## src/hdl/klip_pkg.sv

```systemverilog
// ----------------------------------------------------------------------------
// klip_pkg
// Shared widths and codes for the keyed lifo id pool.
// ----------------------------------------------------------------------------
`default_nettype none

package klip_pkg;

	localparam int VALUE_W  = 64;
	localparam int MODE_W   = 2;
	localparam int STATUS_W = 3;

	// request modes
	localparam logic [MODE_W-1:0] MODE_INSERT = 2'd0;
	localparam logic [MODE_W-1:0] MODE_ERASE  = 2'd1;
	localparam logic [MODE_W-1:0] MODE_TAKE   = 2'd2;

	// result status codes
	localparam logic [STATUS_W-1:0] STAT_OK      = 3'd0;
	localparam logic [STATUS_W-1:0] STAT_DUP     = 3'd1;
	localparam logic [STATUS_W-1:0] STAT_FULL    = 3'd2;
	localparam logic [STATUS_W-1:0] STAT_MISSING = 3'd3;
	localparam logic [STATUS_W-1:0] STAT_EMPTY   = 3'd4;

	typedef logic [VALUE_W-1:0] value_t;

endpackage

`default_nettype wire

```

## src/hdl/klip_ram.sv

```systemverilog
// ----------------------------------------------------------------------------
// klip_ram
// Generic single write port, single read port ram with registered read data.
// ----------------------------------------------------------------------------
`default_nettype none

module klip_ram #(
	parameter int WIDTH = 64,
	parameter int DEPTH = 64
) (
	input  wire logic                     clk,
	input  wire logic                     wr_en,
	input  wire logic [$clog2(DEPTH)-1:0] wr_addr,
	input  wire logic [WIDTH-1:0]         wr_data,
	input  wire logic                     rd_en,
	input  wire logic [$clog2(DEPTH)-1:0] rd_addr,
	output logic      [WIDTH-1:0]         rd_data
);

	logic [WIDTH-1:0] mem_q [DEPTH];

	always_ff @(posedge clk) begin
		if (wr_en) begin
			mem_q[wr_addr] <= wr_data;
		end
		if (rd_en) begin
			rd_data <= mem_q[rd_addr];
		end
	end

endmodule

`default_nettype wire

```

## src/hdl/keyed_lifo_id_pool.sv

```systemverilog
// ----------------------------------------------------------------------------
// keyed_lifo_id_pool
// Pool of distinct 64-bit ids: insert, erase by value, take newest.
// ----------------------------------------------------------------------------
// Usage:
//   A request (mode, item_value) is taken on the input channel when in_valid
//   is high and in_stall is low. One result (status, taken_value,
//   entries_held) comes back per request on the output channel, handed over
//   when out_valid is high and out_stall is low.
//   Entries live in one ram, oldest at slot 0. Insert and erase walk the
//   held entries once, one ram read per cycle; erase moves every later entry
//   down one slot during the same walk. Take reads only the newest slot.
//   One request is in work at a time; the next request is taken at the
//   earliest in the cycle after the result is registered, also while that
//   result waits on the output.
//   If the receiver stalls, the result holds steady and a finished request
//   waits in its final state until the output register frees up.
//   Reset empties the pool and drops any pending result; the ram contents
//   are left as they are and need no clearing.
// ----------------------------------------------------------------------------
`default_nettype none

module keyed_lifo_id_pool #(
	parameter int POOL_DEPTH = 64
) (
	input  wire logic                                clk,
	input  wire logic                                arst_n,
	// request channel
	input  wire logic                                in_valid,
	output logic                                     in_stall,
	input  wire logic [klip_pkg::MODE_W-1:0]         mode,
	input  wire logic signed [klip_pkg::VALUE_W-1:0] item_value,
	// result channel
	output logic                                     out_valid,
	input  wire logic                                out_stall,
	output logic      [klip_pkg::STATUS_W-1:0]       status,
	output logic signed [klip_pkg::VALUE_W-1:0]      taken_value,
	output logic      [$clog2(POOL_DEPTH+1)-1:0]     entries_held
);

	localparam int CNT_W  = $clog2(POOL_DEPTH + 1);
	localparam int ADDR_W = $clog2(POOL_DEPTH);

	typedef enum logic [2:0] {
		ST_IDLE = 3'b001,
		ST_RUN  = 3'b010,
		ST_FIN  = 3'b100
	} state_t;

	state_t                        state_q;
	logic [CNT_W-1:0]              count_q;
	logic [CNT_W-1:0]              rd_ptr_q;
	logic [klip_pkg::MODE_W-1:0]   mode_q;
	klip_pkg::value_t              key_q;
	klip_pkg::value_t              taken_q;
	logic                          found_q;
	logic                          valid_s1;
	logic [ADDR_W-1:0]             idx_s1;

	logic                          accept;
	logic                          rd_en;
	klip_pkg::value_t              rd_data;
	logic                          wr_en;
	logic [ADDR_W-1:0]             wr_addr;
	klip_pkg::value_t              wr_data;
	logic                          out_free;
	logic                          fin_go;
	logic                          hit;

	logic [klip_pkg::STATUS_W-1:0] fin_status;
	logic [CNT_W-1:0]              fin_count;
	klip_pkg::value_t              fin_taken;
	logic                          fin_ins_wr;

	assign in_stall = (state_q != ST_IDLE);
	assign accept   = in_valid && (state_q == ST_IDLE);
	assign out_free = !out_valid || !out_stall;
	assign fin_go   = (state_q == ST_FIN) && out_free;
	assign rd_en    = (state_q == ST_RUN) && (rd_ptr_q != count_q);
	assign hit      = valid_s1 && (rd_data == key_q);

	// outcome of the request once the walk is over
	always_comb begin
		fin_status = klip_pkg::STAT_OK;
		fin_count  = count_q;
		fin_taken  = '0;
		fin_ins_wr = 1'b0;
		unique case (mode_q)
			klip_pkg::MODE_INSERT: begin
				if (found_q) begin
					fin_status = klip_pkg::STAT_DUP;
				end else if (count_q == CNT_W'(POOL_DEPTH)) begin
					fin_status = klip_pkg::STAT_FULL;
				end else begin
					fin_count  = count_q + CNT_W'(1);
					fin_ins_wr = 1'b1;
				end
			end
			klip_pkg::MODE_ERASE: begin
				if (found_q) begin
					fin_count = count_q - CNT_W'(1);
				end else begin
					fin_status = klip_pkg::STAT_MISSING;
				end
			end
			klip_pkg::MODE_TAKE: begin
				if (count_q == '0) begin
					fin_status = klip_pkg::STAT_EMPTY;
				end else begin
					fin_count = count_q - CNT_W'(1);
					fin_taken = taken_q;
				end
			end
			default: begin
			end
		endcase
	end

	// one write port: compaction during the erase walk, append at the end of insert
	always_comb begin
		wr_en   = 1'b0;
		wr_addr = count_q[ADDR_W-1:0];
		wr_data = key_q;
		if ((state_q == ST_RUN) && valid_s1 && found_q && (mode_q == klip_pkg::MODE_ERASE)) begin
			wr_en   = 1'b1;
			wr_addr = idx_s1 - ADDR_W'(1);
			wr_data = rd_data;
		end else if (fin_go && fin_ins_wr) begin
			wr_en = 1'b1;
		end
	end

	klip_ram #(
		.WIDTH (klip_pkg::VALUE_W),
		.DEPTH (POOL_DEPTH)
	) u_store (
		.clk     (clk),
		.wr_en   (wr_en),
		.wr_addr (wr_addr),
		.wr_data (wr_data),
		.rd_en   (rd_en),
		.rd_addr (rd_ptr_q[ADDR_W-1:0]),
		.rd_data (rd_data)
	);

	always_ff @(posedge clk or negedge arst_n) begin
		if (!arst_n) begin
			state_q   <= ST_IDLE;
			count_q   <= '0;
			rd_ptr_q  <= '0;
			found_q   <= 1'b0;
			valid_s1  <= 1'b0;
			out_valid <= 1'b0;
		end else begin
			valid_s1 <= rd_en;
			if (fin_go) begin
				out_valid <= 1'b1;
			end else if (!out_stall) begin
				out_valid <= 1'b0;
			end
			unique case (state_q)
				ST_IDLE: begin
					if (accept) begin
						state_q <= ST_RUN;
						found_q <= 1'b0;
						if ((mode == klip_pkg::MODE_INSERT) || (mode == klip_pkg::MODE_ERASE)) begin
							rd_ptr_q <= '0;
						end else if ((mode == klip_pkg::MODE_TAKE) && (count_q != '0)) begin
							rd_ptr_q <= count_q - CNT_W'(1);
						end else begin
							// nothing to read
							rd_ptr_q <= count_q;
						end
					end
				end
				ST_RUN: begin
					if (rd_en) begin
						rd_ptr_q <= rd_ptr_q + CNT_W'(1);
					end
					if (hit && (mode_q != klip_pkg::MODE_TAKE)) begin
						found_q <= 1'b1;
					end
					if (!rd_en && !valid_s1) begin
						state_q <= ST_FIN;
					end
				end
				ST_FIN: begin
					if (out_free) begin
						state_q <= ST_IDLE;
						count_q <= fin_count;
					end
				end
				default: begin
					state_q <= ST_IDLE;
				end
			endcase
		end
	end

	always_ff @(posedge clk) begin
		if (accept) begin
			mode_q <= mode;
			key_q  <= item_value;
		end
		if (rd_en) begin
			idx_s1 <= rd_ptr_q[ADDR_W-1:0];
		end
		if (valid_s1 && (mode_q == klip_pkg::MODE_TAKE)) begin
			taken_q <= rd_data;
		end
		if (fin_go) begin
			status       <= fin_status;
			taken_value  <= fin_taken;
			entries_held <= fin_count;
		end
	end

	// the pool never holds more than its depth
	a_count_range: assert property (@(posedge clk) disable iff (!arst_n)
		count_q <= CNT_W'(POOL_DEPTH))
		else $error("entry count above pool depth");

	// the ram is only written while a request is in work
	a_wr_busy: assert property (@(posedge clk) disable iff (!arst_n)
		wr_en |-> (state_q != ST_IDLE))
		else $error("ram write while idle");

	// the walk never reads past the held entries
	a_rd_bound: assert property (@(posedge clk) disable iff (!arst_n)
		rd_en |-> (rd_ptr_q < count_q))
		else $error("read beyond held entries");

	// a new result only appears out of the final state
	a_out_source: assert property (@(posedge clk) disable iff (!arst_n)
		$rose(out_valid) |-> $past(state_q == ST_FIN))
		else $error("result without a finished request");

	// no read is pending when the request finishes
	a_fin_clean: assert property (@(posedge clk) disable iff (!arst_n)
		(state_q == ST_FIN) |-> !valid_s1)
		else $error("read still in flight at finish");

endmodule

`default_nettype wire

```

## config.mk

```make
export PLATFORM = sky130hd
export DESIGN_NAME = keyed_lifo_id_pool
export DESIGN_NICKNAME = d
export VERILOG_FILES = /design/src/hdl/klip_pkg.sv /design/src/hdl/klip_ram.sv /design/src/hdl/keyed_lifo_id_pool.sv
export SDC_FILE = /design/constraint.sdc
export NUM_CORES = 2
export LEC_CHECK = 0
export ABC_CLOCK_PERIOD_IN_PS = 9500
export CAP_MARGIN = 20
export CORE_MARGIN = 5
export CORE_UTILIZATION = 50
export DETAILED_ROUTE_END_ITERATION = 6
export DONT_BUFFER_PORTS = 1
export PLACE_DENSITY = 0.75
export SETUP_SLACK_MARGIN = 0.5
export SLEW_MARGIN = 10
export SYNTH_ARGS = -nofsm -noshare
export SYNTH_HDL_FRONTEND = slang
export SYNTH_HIERARCHICAL = 1
export SYNTH_SLANG_ARGS = --single-unit
export TNS_END_PERCENT = 50
```

## constraint.sdc

```tcl
create_clock -name clk -period 9.5 [get_ports clk]
set_input_delay 0 -clock clk [delete_from_list [all_inputs] [get_ports clk]]
set_output_delay 0 -clock clk [all_outputs]
set_load 0.01 [all_outputs]
```

== Word-level counts from Yosys, hierarchy flattened ==
Memory sizes are Yosys's and may differ from the RTL's. A register that Yosys moved wholly into a read port is not among the register bits.
Cells that the tools add are included.

* Memories: 1
* Bits in writable memories: 4096
* Word-level logic and storage cells: 98
* Bits in registers: 230
* Output and inout bits: 76

* Equality and inequality tests: 18
* Reductions and logical operators: 28
* Mux-type cells: 33
* Add/subtract/negate cells: 4
* Bitwise operators: 1

{| class="wikitable"
|+ Memory list
! name !! depth !! width !! read ports !! clocked after Yosys merged registers in !! write ports !! line !! source
|-
| u_store.mem_q || 64 || 64 || 1 || 1 || 1 || klip_ram.sv:20 || <nowiki>logic [WIDTH-1:0] mem_q [DEPTH];</nowiki>
|}

{| class="wikitable"
|+ Operators with widths
! kind !! count
|-
| 64-bit equality test || 1
|-
| 64-bit two-way mux || 1
|-
| 7-bit two-way mux || 8
|-
| 7-bit one-hot mux with 3 select lines || 1
|-
| 3-bit one-hot mux with 3 select lines || 2
|-
| 7-bit by 1-bit adder with 7-bit output (second input constant) || 2
|-
| 7-bit one-hot mux with 2 select lines || 1
|-
| 1-bit logical AND || 12
|-
| 3-bit two-way mux || 4
|-
| 1-bit two-way mux || 11
|-
| 3-bit AND reduction || 3
|-
| 2-bit inequality test (second input constant) || 4
|-
| 7-bit equality test (second input constant) || 1
|-
| 7-bit logical NOT || 1
|-
| 7-bit inequality test || 1
|-
| 7-bit nonzero test || 1
|-
| 7-bit by 1-bit subtractor with 7-bit output (second input constant) || 1
|-
| 2-bit two-way mux || 3
|-
| 6-bit two-way mux || 1
|-
| 2-bit by 1-bit inequality test with 1-bit output (second input constant) || 3
|-
| 6-bit by 1-bit subtractor with 6-bit output (second input constant) || 1
|-
| 2-bit by 1-bit equality test with 1-bit output (second input constant) || 2
|-
| 2-bit equality test (second input constant) || 2
|-
| 1-bit logical NOT || 4
|-
| 11 further kinds || 13
|}

== Longest topological paths before layout ==
* Word-level depth: 9
* Mapped depth: 12
* Gate-level depth less buffers: 8

== By module ==
Netlist, hierarchy kept.

{| class="wikitable"
|+ By module, submodules not included
! module !! area an instance (um^2) !! cells an instance !! times used
|-
| klip_ram || 156989.3 || 6598 || 1
|-
| keyed_lifo_id_pool || 10236.1 || 699 || 1
|}

== Worst setup path before layout ==
No wires, ideal clock.

* Path type: register to register
* Start point: reg state_q[1]
* End point: mem u_store.mem_q[49][0] (enable)
* Data arrival time: 6870 ps
* Cell stages (with the launch flop): 8
* Data required time: 8936 ps
* Clock period less this slack: 7434 ps
* Setup slack: 2066 ps
* Setup time: 564 ps
* Cells stage by stage: dfrtp_1 -> buf_2 -> nor2_1 -> nand3_1 -> clkinv_1 -> a41o_1 -> nand4_1 -> nor3_1

* Longest elaborated chain between the ends: 7
* Elaborated cells on any way between the ends: 12
* Classes of those cells: eq/ne (2); mux (5); reduce/logical (5)

{| class="wikitable"
|+ RTL lines
! element !! line !! source
|-
| start, declared || keyed_lifo_id_pool.sv:50 || <nowiki>state_t state_q;</nowiki>
|-
| start signal, assigned || keyed_lifo_id_pool.sv:148 || <nowiki>state_q <= ST_IDLE;</nowiki>
|-
| start signal, assigned || keyed_lifo_id_pool.sv:164 || <nowiki>state_q <= ST_RUN;</nowiki>
|-
| start signal, assigned || keyed_lifo_id_pool.sv:184 || <nowiki>state_q <= ST_FIN;</nowiki>
|-
| 3-bit equality test || keyed_lifo_id_pool.sv:78 || <nowiki>assign fin_go = (state_q == ST_FIN) && out_free;</nowiki>
|-
| 1-bit logical AND || keyed_lifo_id_pool.sv:78 ||
|-
| named net fin_go || keyed_lifo_id_pool.sv:67 || <nowiki>logic fin_go;</nowiki>
|-
| 1-bit logical AND || keyed_lifo_id_pool.sv:128 || <nowiki>end else if (fin_go && fin_ins_wr) begin</nowiki>
|-
| 1-bit two-way mux || keyed_lifo_id_pool.sv:128 ||
|-
| 1-bit two-way mux || keyed_lifo_id_pool.sv:124 || <nowiki>if ((state_q == ST_RUN) && valid_s1 && found_q && (mode_q == klip_pkg::MODE_ERASE)) begin</nowiki>
|-
| named net wr_en || keyed_lifo_id_pool.sv:63 || <nowiki>logic wr_en;</nowiki>
|-
| 1-bit two-way mux || klip_ram.sv:23 || <nowiki>if (wr_en) begin</nowiki>
|-
| 1-bit two-way mux (implied by the code) || klip_ram.sv:24 || <nowiki>mem_q[wr_addr] <= wr_data;</nowiki>
|-
| end, declared || klip_ram.sv:20 ||
|}

The timed path passes the listed nets, and every way through them passes these cells.

== Worst setup path in the final report ==
* Start point: reg state_q[1]
* End point: mem u_store.mem_q[39][49] (enable)

* Elaborated cells on any way between the ends: 12
* Classes of those cells: eq/ne (2); mux (5); reduce/logical (5)

{| class="wikitable"
|+ RTL lines
! element !! line !! source
|-
| 3-bit by 2-bit equality test with 1-bit output || keyed_lifo_id_pool.sv:124 ||
|-
| 1-bit logical AND (3 in series) || keyed_lifo_id_pool.sv:124 ||
|-
| 6-bit two-way mux || keyed_lifo_id_pool.sv:124 ||
|-
| named net wr_addr[1] || keyed_lifo_id_pool.sv:64 || <nowiki>logic [ADDR_W-1:0] wr_addr;</nowiki>
|}

The timed path passes the listed nets, and every way through them passes these cells.

==> results.py <==
metrics = {
    "power": {
        "power_w": 0.0529,
        "power_report.internal_total_w": 0.0372,
        "p_leak_nw": 58.1,
        "netSwitchingPower_w": 0.0157,
        "pwr_density_cell_nw_per_um2": 282,
        "power_frac_clock_pct": 31.0,
        "share_comb_of_total_power_pct": 25.4,
        "vdd_drop_max_v": 0.000240,
        "p_sw_share_pct": 29.7,
        "seq_power_share_pct": 43.6,
    },
    "logic_synthesis": {
        "yosys_most_used_dff": "sky130_fd_sc_hd__edfxtp_1",
        "synth.net_count": 7371,
        "syn-instance-count": 7297,
        "netlist_area_um2": 167000,
        "ys_warn_count": 6,
        "sequential_cell_area_fraction_in_the_yosys_report_pct": 78.8,
        "synthDistinctLibCells": 65,
        "postSynth.asyncResetShare_pct": 0.456,
        "synth-seq-cells": 4390,
        "syn-mean-instance-area_um2": 22.9,
        "synth-edff-count": 4370,
    },
    "outcome": {
        "status": "complete, but fails checks",
        "failed_checks": "design-rule violations",
    },
    "die": {
        "std_cell_rows": 212,
        "initial_utilization_pct": 50.2,
        "core_region_area_um2": 333000,
        "die_y_um": 588,
        "design.portCount": 146,
        "floorplan.die.width_um": 588,
        "fp.dieArea_um2": 346000,
    },
    "placement": {
        "dpl.hpwl_um": 251000,
        "gpl.final_weighted_congestion": 0.860,
        "placed_cells_incl_taps": 11500,
        "port_buffers": 0,
        "placedInstanceArea_um2": 173000,
    },
    "detailed_routing": {
        "detail_route.first_pass.iterations": 7,
        "number_of_remaining_drc_errors": 16,
        "postRouteAntennaNets": 0,
        "avg_wl_per_cell_um": 36.5,
        "dr.first_iter.drc_count": 13900,
        "via_count": 82800,
        "detail_route.vias_per_cell": 6.68,
        "wl_um": 452000,
    },
    "global_routing": {
        "grt_use_met2_pct": 40.0,
        "grt.busiest_layer": "met2",
        "grt.met1_usage_pct": 33.8,
        "maximum_number_of_pins_on_one_net_before_global_route_repair": 99,
        "groute.layer.met3.usage_pct": 6.89,
        "grt.total_usage_pct": 25.9,
        "grt_first_pass_wirelength_um": 638000,
        "first_global_vias": 83700,
        "total_gr_overflow": 0,
        "antenna_found_initial": 35,
    },
    "sta": {
        "timing.final.setup_violations": 0,
        "period_share_pct": 66.8,
        "setup-tns-final_ns": 0,
        "clock.fmax_mhz": 158,
        "worst_slew_margin_rel_pct": 12.6,
        "final-max-slew-violation-count": 0,
        "timing.clock.skew_ns": 0.0561,
        "timing.hold.ws_ns": 0.203,
        "setup_repair_after_global_routing_missed_its_margin": "false",
        "worst_slew_pin_slew_ns": 1.31,
        "layout_min_cycle_time_ns": 6.34,
        "hold_viol_final": 0,
    },
    "finish": {
        "layout-drive-gt1-share_pct": 25.0,
        "layout.cells.non_filler": 12400,
        "number_of_filler_cells_placed_in_the_layout": 22800,
        "flow.area_growth_from_synthesis_pct": 12.4,
        "design.final.nets": 7732,
        "final_area_um2": 188000,
    },
    "cts": {
        "cts_tree": "done",
        "cts.repair.resized": 0,
        "cts-buffers-inserted": 418,
        "cts-htree-levels": 5,
        "clock-root-buffer": "sky130_fd_sc_hd__clkbuf_16",
        "tritoncts_num_sinks": 4390,
        "clkTransAtPathRegs_ns": 0.07,
        "postCtsSetupBuffers": 0,
        "clock_latency_ns": 0.97,
        "clk_path_buf_depth": 4,
    },
    "worst_setup_path": {
        "cp-start-kind": "flop",
        "r2r-start": "state_q[1]$_DFFE_PN0P_",
        "regToRegSetupSlack_ns": 3.16,
        "worstPathArrival_ns": 6.91,
        "critPathCaptureType": "flop",
        "timing.setup.critical_path_class": "flop to flop",
        "crit_required_ns": 10.06,
        "cpMaxStageDelayCell": "sky130_fd_sc_hd__nor2_4",
        "critical_path.startpoint": "state_q[1]$_DFFE_PN0P_",
        "reg2reg_to": "u_store/mem_q[39][49]$_DFFE_PP_",
        "crit_path_max_cell_delay_ns": 1.16,
        "timing.critical_path.to": "u_store/mem_q[39][49]$_DFFE_PP_",
        "crit_chain": "or3b_1 > or3_4 > o21ai_0 > nand4_1 > nor2_4 > buf_4",
        "worst-r2r-cell-count": 6,
        "worstPathMaxFanout": 42,
    },
    "job": {
        "maxCapViolCount": 0,
    },
    "min_path": {
        "hold_wc_startpoint": "item_value[59]",
        "hold_class": "input port to flop",
    },
}
-- cells in the mapped netlist (16+ instances only) --
cell                        count  share of area, %
sky130_fd_sc_hd__a211oi_1      65              0.29
sky130_fd_sc_hd__and2_1        67              0.25
sky130_fd_sc_hd__a2bb2oi_1     19              0.10
sky130_fd_sc_hd__buf_2        176              0.53
sky130_fd_sc_hd__nand2_1       88              0.20
sky130_fd_sc_hd__buf_1         22             0.049
sky130_fd_sc_hd__o221ai_1      38              0.20
sky130_fd_sc_hd__a31oi_1       23             0.086
sky130_fd_sc_hd__or2_2         31              0.12
sky130_fd_sc_hd__xnor2_1       29              0.15
sky130_fd_sc_hd__inv_1         42             0.094
sky130_fd_sc_hd__a41oi_1       27              0.14
sky130_fd_sc_hd__nand3_1       56              0.17
sky130_fd_sc_hd__or3_1         33              0.12
sky130_fd_sc_hd__dfrtp_1       19              0.28
sky130_fd_sc_hd__a22o_1        96              0.50
sky130_fd_sc_hd__o21ai_0       16             0.048
sky130_fd_sc_hd__mux4_2      1024                14
sky130_fd_sc_hd__xor2_1        45              0.24
sky130_fd_sc_hd__mux2i_1      136              0.81
sky130_fd_sc_hd__and3_1        66              0.25
sky130_fd_sc_hd__nor2_1       138              0.31
sky130_fd_sc_hd__o22ai_1       92              0.34
sky130_fd_sc_hd__mux2_2        28              0.19
sky130_fd_sc_hd__nor2b_1       30              0.11
sky130_fd_sc_hd__clkbuf_1     158              0.35
sky130_fd_sc_hd__edfxtp_1    4370                78
sky130_fd_sc_hd__a22oi_1      170              0.76
sky130_fd_sc_hd__buf_4         34              0.15
sky130_fd_sc_hd__mux2_4        36              0.32
-- routing by layer --
layer | share of wire, % | routed length, µm
met1 | 33 | 149000
met2 | 47 | 211000
met3 | 14 | 61400
met4 | 6.8 | 30800
met5 | 0.025 | 115
-- area by class of cell --
| class | instances | area (µm²) | share of cell area [%] |
|---|---|---|---|
| repair buffers | 343 | 3190 | 1.70 |
| multi-input cells | 2462 | 34000 | 18.1 |
| clock inverters | 254 | 2420 | 1.29 |
| flip-flops and latches | 4390 | 132000 | 70.1 |
| well taps | 4387 | 5490 | 2.92 |
| clock buffers | 502 | 10900 | 5.82 |
| inverters | 43 | 164 | 0.0872 |
| diodes | 8 | 20.0 | 0.0106 |
-- metrics by stage --
stage	worst slack [ns]	util [%]
after floorplan	2.07	-
after global placement	3.54	51.9
after detailed placement	3.50	51.9
after CTS	3.40	56.3
after global routing	3.14	56.4
final	3.16	56.4
-- how the worst min path moves through the flow --
| stage | to | slack (ns) | cells after the start |
|---|---|---|---|
| after floorplan | count_q[0]$_DFFE_PN0P_ | -0.30 | 0 |
| after global placement | count_q[6]$_DFFE_PN0P_ | -0.29 | 0 |
| after detailed placement | out_valid$_DFFE_PN0P_ | -0.29 | 0 |
| after CTS | key_q[15]$_DFFE_PP_ | 0.15 | 2 |
| after global routing | key_q[45]$_DFFE_PP_ | 0.19 | 2 |
| final | key_q[59]$_DFFE_PP_ | 0.20 | 2 |
-- what timing repair did --
action / 4_1_cts / 5_1_grt
hold endpoints to repair: 122 / 3
hold buffers: 141 / 1
setup endpoints to repair: 0 / 0
-- layout by cell type, fill, tap and decap left out, types with 33 or more instances in the layout --
| cell type | count |
|---|---|
| sky130_fd_sc_hd__o221ai_1 | 38 |
| sky130_fd_sc_hd__nand3_1 | 56 |
| sky130_fd_sc_hd__a22oi_1 | 170 |
| sky130_fd_sc_hd__a211oi_1 | 65 |
| sky130_fd_sc_hd__inv_1 | 42 |
| sky130_fd_sc_hd__clkbuf_1 | 76 |
| sky130_fd_sc_hd__mux2_4 | 38 |
| sky130_fd_sc_hd__mux2i_1 | 136 |
| sky130_fd_sc_hd__and2_1 | 65 |
| sky130_fd_sc_hd__clkinv_1 | 97 |
| sky130_fd_sc_hd__mux4_2 | 1024 |
| sky130_fd_sc_hd__nor2_1 | 72 |
| sky130_fd_sc_hd__clkbuf_16 | 426 |
| sky130_fd_sc_hd__o22ai_1 | 92 |
| sky130_fd_sc_hd__edfxtp_1 | 4370 |
| sky130_fd_sc_hd__or3_1 | 33 |
| sky130_fd_sc_hd__xor2_1 | 43 |
| sky130_fd_sc_hd__bufinv_16 | 40 |
| sky130_fd_sc_hd__a22o_1 | 96 |
| sky130_fd_sc_hd__buf_4 | 181 |
| sky130_fd_sc_hd__nor2_4 | 66 |
| sky130_fd_sc_hd__dlygate4sd3_1 | 142 |
| sky130_fd_sc_hd__nand2_1 | 85 |
| sky130_fd_sc_hd__and3_1 | 66 |
| sky130_fd_sc_hd__clkinv_2 | 61 |
-- power by group through the flow --
| stage | clock, W | combinational, W | sequential [W] |
|---|---|---|---|
| 3_5_place_dp | 0 | 0.0131 | 0.0235 |
| 3_3_place_gp | 0 | 0.0128 | 0.0235 |
| 2_1_floorplan | 0 | 0.00909 | 0.0230 |
| 5_1_grt | 0.0175 | 0.0140 | 0.0231 |
| 6_report | 0.0164 | 0.0134 | 0.0231 |
| 4_1_cts | 0.0165 | 0.0133 | 0.0231 |
-- state kept, by name (all words and copies together), names as in the netlist, 2 cells and up --
register         count
key_q               64
entries_held         7
idx_s1               6
taken_q             64
u_store/mem_q     4096
state_q              3
taken_value         64
mode_q               2
count_q              7
status               3
u_store/rd_data     64
rd_ptr_q             7
-- kinds of logic after synthesis --
logic type / count (synthesis) / synth area share [%]
AOI/OAI and AO/OA: 586 / 2.66
xor gates and xnor gates: 74 / 0.388
adders and majority gates: 4 / 0.0299
buffers and inverters: 445 / 1.26
DFF: 4390 / 78.8
muxes: 1224 / 15.1
and+or+nand+nor: 574 / 1.77
-- critical path, delay by kind of cell (launching register included) --
family / cells / cell delay (ns)
compound gates: 1 / 1.01
simple gates: 4 / 3.54
flops: 1 / 0.52
buf+inv: 1 / 0.80
No activity file was read; power rests on OpenSTA's default activity.
